File: config.mk
export PLATFORM = sky130hd
export DESIGN_NAME = iir_direct_form_two
export DESIGN_NICKNAME = d
export VERILOG_FILES = /design/src/design/iir_df2_pkg.sv /design/src/design/iir_df2_ctrl.sv /design/src/design/iir_df2_dp.sv /design/src/design/iir_direct_form_two.sv
export SDC_FILE = /design/constraint.sdc
export NUM_CORES = 1
export LEC_CHECK = 0
export BUFFER_PORTS_ARGS = -buffer_cell sky130_fd_sc_hd__buf_2
export CAP_MARGIN = 10
export CORE_AREA = 2 2 210 212
export CTS_CLUSTER_DIAMETER = 40
export CTS_CLUSTER_SIZE = 12
export DETAILED_ROUTE_END_ITERATION = 12
export DIE_AREA = 0 0 212 214
export PLACE_DENSITY_LB_ADDON = 0.05
export SLEW_MARGIN = 20
export SYNTH_ARGS = -nofsm -noshare
export SYNTH_HDL_FRONTEND = slang
export SYNTH_HIERARCHICAL = 1
export SYNTH_SLANG_ARGS = --single-unit
export TNS_END_PERCENT = 5
File: constraint.sdc
create_clock -name aclk -period 6.8 [get_ports aclk]
set_clock_uncertainty 0.1 [all_clocks]
set_input_delay 1.36 -clock aclk [delete_from_list [all_inputs] [get_ports aclk]]
set_output_delay 1.36 -clock aclk [all_outputs]
set_load 0.02 [all_outputs]
File: src/design/iir_df2_pkg.sv
// Shared types, constants and the round/saturate function of the direct form II IIR filter.
// No dependencies; used by the controller, the datapath and the top level.
package iir_df2_pkg;

    localparam int ORDER     = 2;
    localparam int NUM_TAPS  = 2;
    localparam int EFF_ORDER = (ORDER > NUM_TAPS) ? NUM_TAPS : ORDER;
    localparam int NUM_COEF  = NUM_TAPS + 1;
    localparam int TAP_CNT_W = $clog2(EFF_ORDER + 1);
    localparam int COEF_IDX_W = $clog2(NUM_COEF);
    localparam int TAP_IDX_W = (NUM_TAPS > 1) ? $clog2(NUM_TAPS) : 1;

    localparam int DATA_W  = 16;
    localparam int PROD_W  = 2 * DATA_W;
    localparam int ACC_W   = PROD_W + 2;
    localparam int FRAC_SH = 14;
    localparam int RND_W   = ACC_W - FRAC_SH;
    localparam int ROUND_BIAS = 1 << (FRAC_SH - 1);

    localparam int APB_ADDR_W = 5;
    localparam int APB_DATA_W = 32;
    localparam int REG_IDX_W  = 3;

    localparam logic [REG_IDX_W-1:0] REG_FF_COEF_0 = 3'd0;
    localparam logic [REG_IDX_W-1:0] REG_FF_COEF_1 = 3'd1;
    localparam logic [REG_IDX_W-1:0] REG_FF_COEF_2 = 3'd2;
    localparam logic [REG_IDX_W-1:0] REG_FB_COEF_0 = 3'd3;
    localparam logic [REG_IDX_W-1:0] REG_FB_COEF_1 = 3'd4;
    localparam logic [REG_IDX_W-1:0] REG_FB_COEF_2 = 3'd5;

    localparam logic signed [DATA_W-1:0] COEF_UNITY = 16'sd16384;

    typedef logic signed [DATA_W-1:0] sample_t;
    typedef sample_t [NUM_COEF-1:0] coef_vec_t;

    typedef struct packed {
        logic                 load_x;
        logic                 mul_en;
        logic                 phase_y;
        logic [TAP_CNT_W-1:0] tap;
        logic                 acc_load;
        logic                 acc_add;
        logic                 round_w;
        logic                 round_y;
    } dp_cmd_t;

    typedef struct packed {
        logic out_busy;
    } dp_status_t;

    typedef struct packed {
        sample_t value;
        logic    sat;
    } rnd_t;

    // Round a Q3.29 sum to Q1.15 (ties toward plus infinity) and saturate.
    function automatic rnd_t round_sat(input logic signed [ACC_W-1:0] acc);
        logic signed [ACC_W-1:0] biased;
        logic signed [RND_W-1:0] r;
        logic signed [RND_W-1:0] sat_max;
        logic signed [RND_W-1:0] sat_min;
        rnd_t res;
        sat_max = RND_W'(32767);
        sat_min = RND_W'(-32768);
        biased  = acc + ACC_W'(ROUND_BIAS);
        r       = biased[ACC_W-1:FRAC_SH];
        if (r > sat_max) begin
            res.value = sat_max[DATA_W-1:0];
            res.sat   = 1'b1;
        end else if (r < sat_min) begin
            res.value = sat_min[DATA_W-1:0];
            res.sat   = 1'b1;
        end else begin
            res.value = r[DATA_W-1:0];
            res.sat   = 1'b0;
        end
        return res;
    endfunction

endpackage

File: src/design/iir_df2_ctrl.sv
// Sequencer of the direct form II IIR filter: steps the shared multiplier over the taps.
// Depends on iir_df2_pkg for the command and status types.
module iir_df2_ctrl (
    input  logic                    aclk,
    input  logic                    aresetn,
    input  logic                    s_valid,
    output logic                    s_ready,
    input  iir_df2_pkg::dp_status_t status,
    output iir_df2_pkg::dp_cmd_t    cmd
);
    import iir_df2_pkg::*;

    typedef enum logic [1:0] {
        ST_IDLE,
        ST_MUL,
        ST_DRAIN,
        ST_ROUND
    } state_t;

    state_t               state_reg;
    logic                 phase_reg;
    logic [TAP_CNT_W-1:0] tap_reg;

    localparam logic [TAP_CNT_W-1:0] LAST_TAP = TAP_CNT_W'(EFF_ORDER);
    localparam logic [TAP_CNT_W-1:0] FIRST_ADD_TAP = TAP_CNT_W'(1);

    assign s_ready = (state_reg == ST_IDLE);

    always_comb begin
        cmd          = '0;
        cmd.phase_y  = phase_reg;
        cmd.tap      = tap_reg;
        case (state_reg)
            ST_IDLE: begin
                cmd.load_x = s_valid;
            end
            ST_MUL: begin
                cmd.mul_en   = 1'b1;
                // product of the previous tap is ready now
                cmd.acc_load = (tap_reg == FIRST_ADD_TAP);
                cmd.acc_add  = (tap_reg > FIRST_ADD_TAP);
            end
            ST_DRAIN: begin
                cmd.acc_add = 1'b1;
            end
            ST_ROUND: begin
                cmd.round_w = !phase_reg;
                cmd.round_y = phase_reg && !status.out_busy;
            end
            default: begin
                cmd = '0;
            end
        endcase
    end

    always_ff @(posedge aclk) begin
        if (!aresetn) begin
            state_reg <= ST_IDLE;
            phase_reg <= 1'b0;
            tap_reg   <= '0;
        end else begin
            case (state_reg)
                ST_IDLE: begin
                    if (s_valid) begin
                        state_reg <= ST_MUL;
                        phase_reg <= 1'b0;
                        tap_reg   <= '0;
                    end
                end
                ST_MUL: begin
                    if (tap_reg == LAST_TAP) begin
                        state_reg <= ST_DRAIN;
                    end else begin
                        tap_reg <= tap_reg + 1'b1;
                    end
                end
                ST_DRAIN: begin
                    state_reg <= ST_ROUND;
                end
                ST_ROUND: begin
                    if (!phase_reg) begin
                        state_reg <= ST_MUL;
                        phase_reg <= 1'b1;
                        tap_reg   <= '0;
                    end else if (!status.out_busy) begin
                        // hold until the output register is free
                        state_reg <= ST_IDLE;
                        phase_reg <= 1'b0;
                    end
                end
                default: begin
                    state_reg <= ST_IDLE;
                end
            endcase
        end
    end

endmodule

File: src/design/iir_df2_dp.sv
// Datapath of the direct form II IIR filter: shared multiplier, accumulator, delay line
// and output register. Depends on iir_df2_pkg; driven by iir_df2_ctrl.
module iir_df2_dp (
    input  logic                    aclk,
    input  logic                    aresetn,
    input  iir_df2_pkg::dp_cmd_t    cmd,
    output iir_df2_pkg::dp_status_t status,
    input  iir_df2_pkg::coef_vec_t  ff_coef,
    input  iir_df2_pkg::coef_vec_t  fb_coef,
    input  iir_df2_pkg::sample_t    s_sample_in,
    output logic                    m_valid,
    input  logic                    m_ready,
    output iir_df2_pkg::sample_t    m_sample_out,
    output logic                    m_clipped
);
    import iir_df2_pkg::*;

    sample_t                  x_reg;
    sample_t                  w_reg;
    sample_t                  dly_reg [NUM_TAPS];
    logic signed [PROD_W-1:0] prod_reg;
    logic signed [ACC_W-1:0]  acc_reg;
    logic                     clip_reg;
    logic                     out_valid_reg;
    sample_t                  out_sample_reg;
    logic                     out_clip_reg;

    sample_t                  coef_sel;
    sample_t                  data_sel;
    rnd_t                     rnd;
    logic [TAP_IDX_W-1:0]     tap_idx;

    assign tap_idx = TAP_IDX_W'(cmd.tap - 1'b1);

    always_comb begin
        coef_sel = cmd.phase_y ? ff_coef[COEF_IDX_W'(cmd.tap)] : fb_coef[COEF_IDX_W'(cmd.tap)];
        if (cmd.tap == '0) begin
            data_sel = cmd.phase_y ? w_reg : x_reg;
        end else begin
            data_sel = dly_reg[tap_idx];
        end
    end

    assign rnd = round_sat(acc_reg);

    assign status.out_busy = out_valid_reg && !m_ready;
    assign m_valid         = out_valid_reg;
    assign m_sample_out    = out_sample_reg;
    assign m_clipped       = out_clip_reg;

    // payload registers
    always_ff @(posedge aclk) begin
        if (cmd.load_x) begin
            x_reg <= s_sample_in;
        end
        if (cmd.mul_en) begin
            prod_reg <= coef_sel * data_sel;
        end
        if (cmd.acc_load) begin
            acc_reg <= ACC_W'(prod_reg);
        end else if (cmd.acc_add) begin
            acc_reg <= acc_reg + ACC_W'(prod_reg);
        end
        if (cmd.round_w) begin
            w_reg    <= rnd.value;
            clip_reg <= rnd.sat;
        end
        if (cmd.round_y) begin
            out_sample_reg <= rnd.value;
            out_clip_reg   <= clip_reg | rnd.sat;
        end
    end

    always_ff @(posedge aclk) begin
        if (!aresetn) begin
            out_valid_reg <= 1'b0;
            for (int i = 0; i < NUM_TAPS; i++) begin
                dly_reg[i] <= '0;
            end
        end else begin
            if (cmd.round_y) begin
                out_valid_reg <= 1'b1;
                // advance the delay line and push the new intermediate value
                for (int i = NUM_TAPS - 1; i > 0; i--) begin
                    dly_reg[i] <= dly_reg[i-1];
                end
                dly_reg[0] <= w_reg;
            end else if (m_ready) begin
                out_valid_reg <= 1'b0;
            end
        end
    end

endmodule

File: src/design/iir_direct_form_two.sv
// Top level of the direct form II IIR filter: APB coefficient registers and the
// controller/datapath pair. Depends on iir_df2_pkg, iir_df2_ctrl and iir_df2_dp.
//
// Use: write coefficients over the APB port while the filter is idle. Registers
// ff_coef_0..2 lie at byte addresses 0, 4, 8 and fb_coef_0..2 at 12, 16, 20; each
// is a signed Q2.14 value in pwdata[15:0], read back sign-extended to 32 bits.
// Samples (signed Q1.15) enter on the s_ channel with valid/ready; each request
// yields one filtered sample and a clip flag on the m_ channel.
// One shared 16x16 multiplier runs over the taps twice per sample, once for the
// intermediate value and once for the output. A new sample is taken only when
// the sequencer is idle, after the previous sample has been fully worked on.
// The output register holds the last result while the next sample is worked on;
// a stalled receiver holds the sequencer before the final rounding step.
// Reset (aresetn low, synchronous) clears the delay line, restores the reset
// coefficients (unity gain, no feedback) and drops any pending result.
module iir_direct_form_two (
    input  logic                                   aclk,
    input  logic                                   aresetn,
    input  logic                                   psel,
    input  logic                                   penable,
    input  logic                                   pwrite,
    input  logic [iir_df2_pkg::APB_ADDR_W-1:0]     paddr,
    input  logic [iir_df2_pkg::APB_DATA_W-1:0]     pwdata,
    output logic [iir_df2_pkg::APB_DATA_W-1:0]     prdata,
    output logic                                   pready,
    input  logic                                   s_valid,
    output logic                                   s_ready,
    input  logic signed [iir_df2_pkg::DATA_W-1:0]  s_sample_in,
    output logic                                   m_valid,
    input  logic                                   m_ready,
    output logic signed [iir_df2_pkg::DATA_W-1:0]  m_sample_out,
    output logic                                   m_clipped
);
    import iir_df2_pkg::*;

    // unity weight on the current value, zero on every delay
    localparam coef_vec_t COEF_RESET = {{(NUM_COEF-1){sample_t'(0)}}, COEF_UNITY};

    coef_vec_t            ff_coef_reg;
    coef_vec_t            fb_coef_reg;
    logic [REG_IDX_W-1:0] reg_idx;
    logic                 wr_en;
    sample_t              wr_val;
    sample_t              rd_val;
    dp_cmd_t              cmd;
    dp_status_t           status;

    assign pready  = 1'b1;
    assign reg_idx = paddr[REG_IDX_W+1:2];
    assign wr_en   = psel && penable && pwrite;
    assign wr_val  = pwdata[DATA_W-1:0];

    always_ff @(posedge aclk) begin
        if (!aresetn) begin
            ff_coef_reg <= COEF_RESET;
            fb_coef_reg <= COEF_RESET;
        end else if (wr_en) begin
            case (reg_idx)
                REG_FF_COEF_0: ff_coef_reg[0] <= wr_val;
                REG_FF_COEF_1: ff_coef_reg[1] <= wr_val;
                REG_FF_COEF_2: ff_coef_reg[2] <= wr_val;
                REG_FB_COEF_0: fb_coef_reg[0] <= wr_val;
                REG_FB_COEF_1: fb_coef_reg[1] <= wr_val;
                REG_FB_COEF_2: fb_coef_reg[2] <= wr_val;
                default: begin
                    // drop writes beyond the register list
                end
            endcase
        end
    end

    always_comb begin
        case (reg_idx)
            REG_FF_COEF_0: rd_val = ff_coef_reg[0];
            REG_FF_COEF_1: rd_val = ff_coef_reg[1];
            REG_FF_COEF_2: rd_val = ff_coef_reg[2];
            REG_FB_COEF_0: rd_val = fb_coef_reg[0];
            REG_FB_COEF_1: rd_val = fb_coef_reg[1];
            REG_FB_COEF_2: rd_val = fb_coef_reg[2];
            default:       rd_val = '0;
        endcase
        prdata = APB_DATA_W'(rd_val);
    end

    iir_df2_ctrl u_ctrl (
        .aclk    (aclk),
        .aresetn (aresetn),
        .s_valid (s_valid),
        .s_ready (s_ready),
        .status  (status),
        .cmd     (cmd)
    );

    iir_df2_dp u_dp (
        .aclk         (aclk),
        .aresetn      (aresetn),
        .cmd          (cmd),
        .status       (status),
        .ff_coef      (ff_coef_reg),
        .fb_coef      (fb_coef_reg),
        .s_sample_in  (s_sample_in),
        .m_valid      (m_valid),
        .m_ready      (m_ready),
        .m_sample_out (m_sample_out),
        .m_clipped    (m_clipped)
    );

endmodule

==> summary.txt <==
top-area cell type share of the netlist area: 22.8%
area grow syn2layout: 21.9%
Die W: 212 um
DRT Pass-1 Iters: 7
drt drc: 0
Post-Syn Nets: 2790
CP max stage cell: fa_2
Peak VDD IR: 0.000745 V
cell mode on critical path: fa_1
crit path capture type: flip-flop
Starting DRT DRC Count: 1154
footprint of the multi-input gates: 15400 um2
core area: 42900 um2
post-synthesis sequential area ratio: 28.1%
CTS tree: built
Reg-to-Reg End: u_dp/prod_reg[31]
ys async rst share: 0%
WL per Instance: 18.8 um
routed wire length: 61400 um
largest net degree at the start of global routing: 85
number of synthesized flops with an enable pin: 148
synth unique cells: 87
# rows: 76
Switch Pwr: 4.52 mW
initial antenna violation count: 2
worst min-delay path class: reg -> reg
WHS Path Cells: 2
Max Fanout on Critical Path: 6
Avg Inst Size Synth: 9.86 um2
# IOs: 112
Synth Flop Type: edfxtp_1
Slew @ Worst Pin: 1120 ps
Leak: 12.6 nW
largest cells by area after synthesis: fa_1 (23%), edfxtp_1 (19%), dfxtp_1 (8.8%)
Post-CTS Hold Fix Bufs: 0
Reg2Reg Depth: 27
failing checks: negative setup slack
placed instance count: 3142
Vias: 18000
Pwr Density: 385 nW/um2
most numerous cell in the Yosys netlist: inv_1
GRT Total Usage: 28.1%
GP Congestion: 0.896
Overflow after GRT: 0
H-tree Lvls: 2
Finished Layout Cells: 3262
commonest cells in the netlist: inv_1 (324), nand2_1 (268), fa_1 (263)
power share of the combinational group: 59.1%
register share of total power: 20.6%
Register Area: 6490 um2
clock power share: 20.4%
CP Launch Type: flip-flop
Synth Warn #: 6
Fillers: 3473
Pwr Total: 10.8 mW
Final TNS setup: -1980 ps
Slew Limit Fails: 0
fin crit period: 7100 ps
hold path start: ff_coef_reg[47]
post-route cell area: 28200 um2
fmax: 141 MHz
share of layout cells above drive strength 1: 23.7%
critical path data required time: 7070 ps
Mapped Area: 23100 um2
post-route setup slack: -303 ps
DP HPWL: 47400 um
clock-pin slew on the worst setup and hold paths: 60 ps
clock buffer depth: 3
reg-to-reg setup timing slack: -300 ps
first-pass GRT wire length: 99600 um
Die Area: 45400 um2
Port Buffers: 92
status: finished, violations left
clock tree root driver cell: clkbuf_16
Worst Hold Endpoint: ff_coef_reg[47]
antenna-violating nets left: 0
cell family contributing the most delay on the critical path: adder cells
CP max stage delay: 540 ps
most area-hungry cell type in the Yosys netlist: fa_1
RSZ-0062 raised after global routing: true
critical path arrival: 7370 ps
DP Area: 25800 um2
#FFs+latches synth: 250
# clock sinks: 250
final setup vio count: 9
die height: 214 um
CP bufs+invs: 7
Mapped Cells: 2344
worst skew pair latency: 570 ps
Final Hold Vio Count: 0
crit path kind: reg -> reg
Starting Density: 53.9%
period utilization: 104%
Slew HR: 25.0%
reg2reg start: u_ctrl/phase_reg
max_cap viols: 0
internal power: 6.33 mW
cts bufs inserted: 43
sw frac: 41.7%
Vias/cell: 5.50
final net count: 3088
Finished Core Util: 65.7%
number of global-route vias before repair: 18800
stage by stage:
| step | hold slack (ps) | setup slack, ps |
|---|---|---|
| finish | 369 | -303 |
| global route | 386 | -568 |
| CTS | 371 | -286 |
| detailed placement | 362 | -464 |
| global placement | 350 | -415 |
| floorplan | 341 | -66.3 |
metal layers:
layer / global-route usage (%) / part of all wire, %
met3: 5.04 / 6.9
met4: 8.64 / 2.5
met1: 38.5 / 43
met2: 45.5 / 47
met5: 0 / 0
worst max path at each step:
stage / startpoint / to / slack (ps) / depth (start not counted)
after global placement: u_ctrl/tap_reg[1] / u_dp/prod_reg[30] / -410 / 24
after detailed placement: u_ctrl/tap_reg[1] / u_dp/prod_reg[31] / -460 / 26
after global routing: u_ctrl/phase_reg / u_dp/prod_reg[31] / -570 / 28
final: u_ctrl/phase_reg / u_dp/prod_reg[31] / -300 / 27
after CTS: u_ctrl/phase_reg / u_dp/prod_reg[28] / -290 / 27
after floorplan: u_ctrl/phase_reg / u_dp/prod_reg[31] / -70 / 30
layout by cell type, fill, tap and decap left out, types with 22 or more instances in the layout:
master     netlist  final
inv_1          324    316
nand2_1        268    265
fa_1           263    249
buf_4           24    242
nor2_1         197    191
edfxtp_1       148    148
mux2i_1        136    135
ha_1           123    115
dfxtp_1        102    100
buf_2           20     91
o21ai_0         91     86
a21oi_1         86     58
xnor2_1         51     48
clkbuf_16        0     44
and3_1          43     43
xor2_1          28     28
a21o_1          32     26
nand2b_1        28     25
nor2b_1         29     25
mux2_2          23     23
a21oi_2          3     22
power by group through the flow:
stage / logic (mW) / registers (mW) / clock network [mW]
floorplan: 3.86 / 2.18 / 0
finish: 6.41 / 2.23 / 2.21
global placement: 5.89 / 2.26 / 0
detailed placement: 5.94 / 2.26 / 0
global route: 7.15 / 2.25 / 2.32
CTS: 6.19 / 2.23 / 2.25
worst min-delay path, stage by stage, from the launching register on:
cell     delay (ps)
dfxtp_1         320
nand2_1          50
mux2i_1          50
what timing repair did:
item,CTS,global route
buffers inserted,18,19
cloned,2,1
setup endpoints to repair,16,17
pin swaps,47,64
gates resized for setup,59,60
final cells by class:
class | instances | share of cell area [%]
antenna | 2 | 0.0178
clock buffer | 48 | 3.96
clock inverter | 30 | 1.29
inverter | 324 | 4.32
multi-input combinational | 1656 | 54.6
sequential | 250 | 23.1
tap | 585 | 2.60
timing repair buffer | 367 | 10.1
kinds of logic after synthesis:
| kind of cell | count (synthesis) | share of synthesized area, % |
|---|---|---|
| fa+ha+maj | 386 | 29.4 |
| simple gates | 666 | 13.2 |
| flops | 250 | 28.1 |
| other cells | 1 | 0.0162 |
| buf+inv | 438 | 7.68 |
| xor+xnor | 79 | 2.99 |
| mux | 175 | 8.57 |
| compound gates | 349 | 10.0 |
Note: power is estimated with default switching activity, not from simulation.
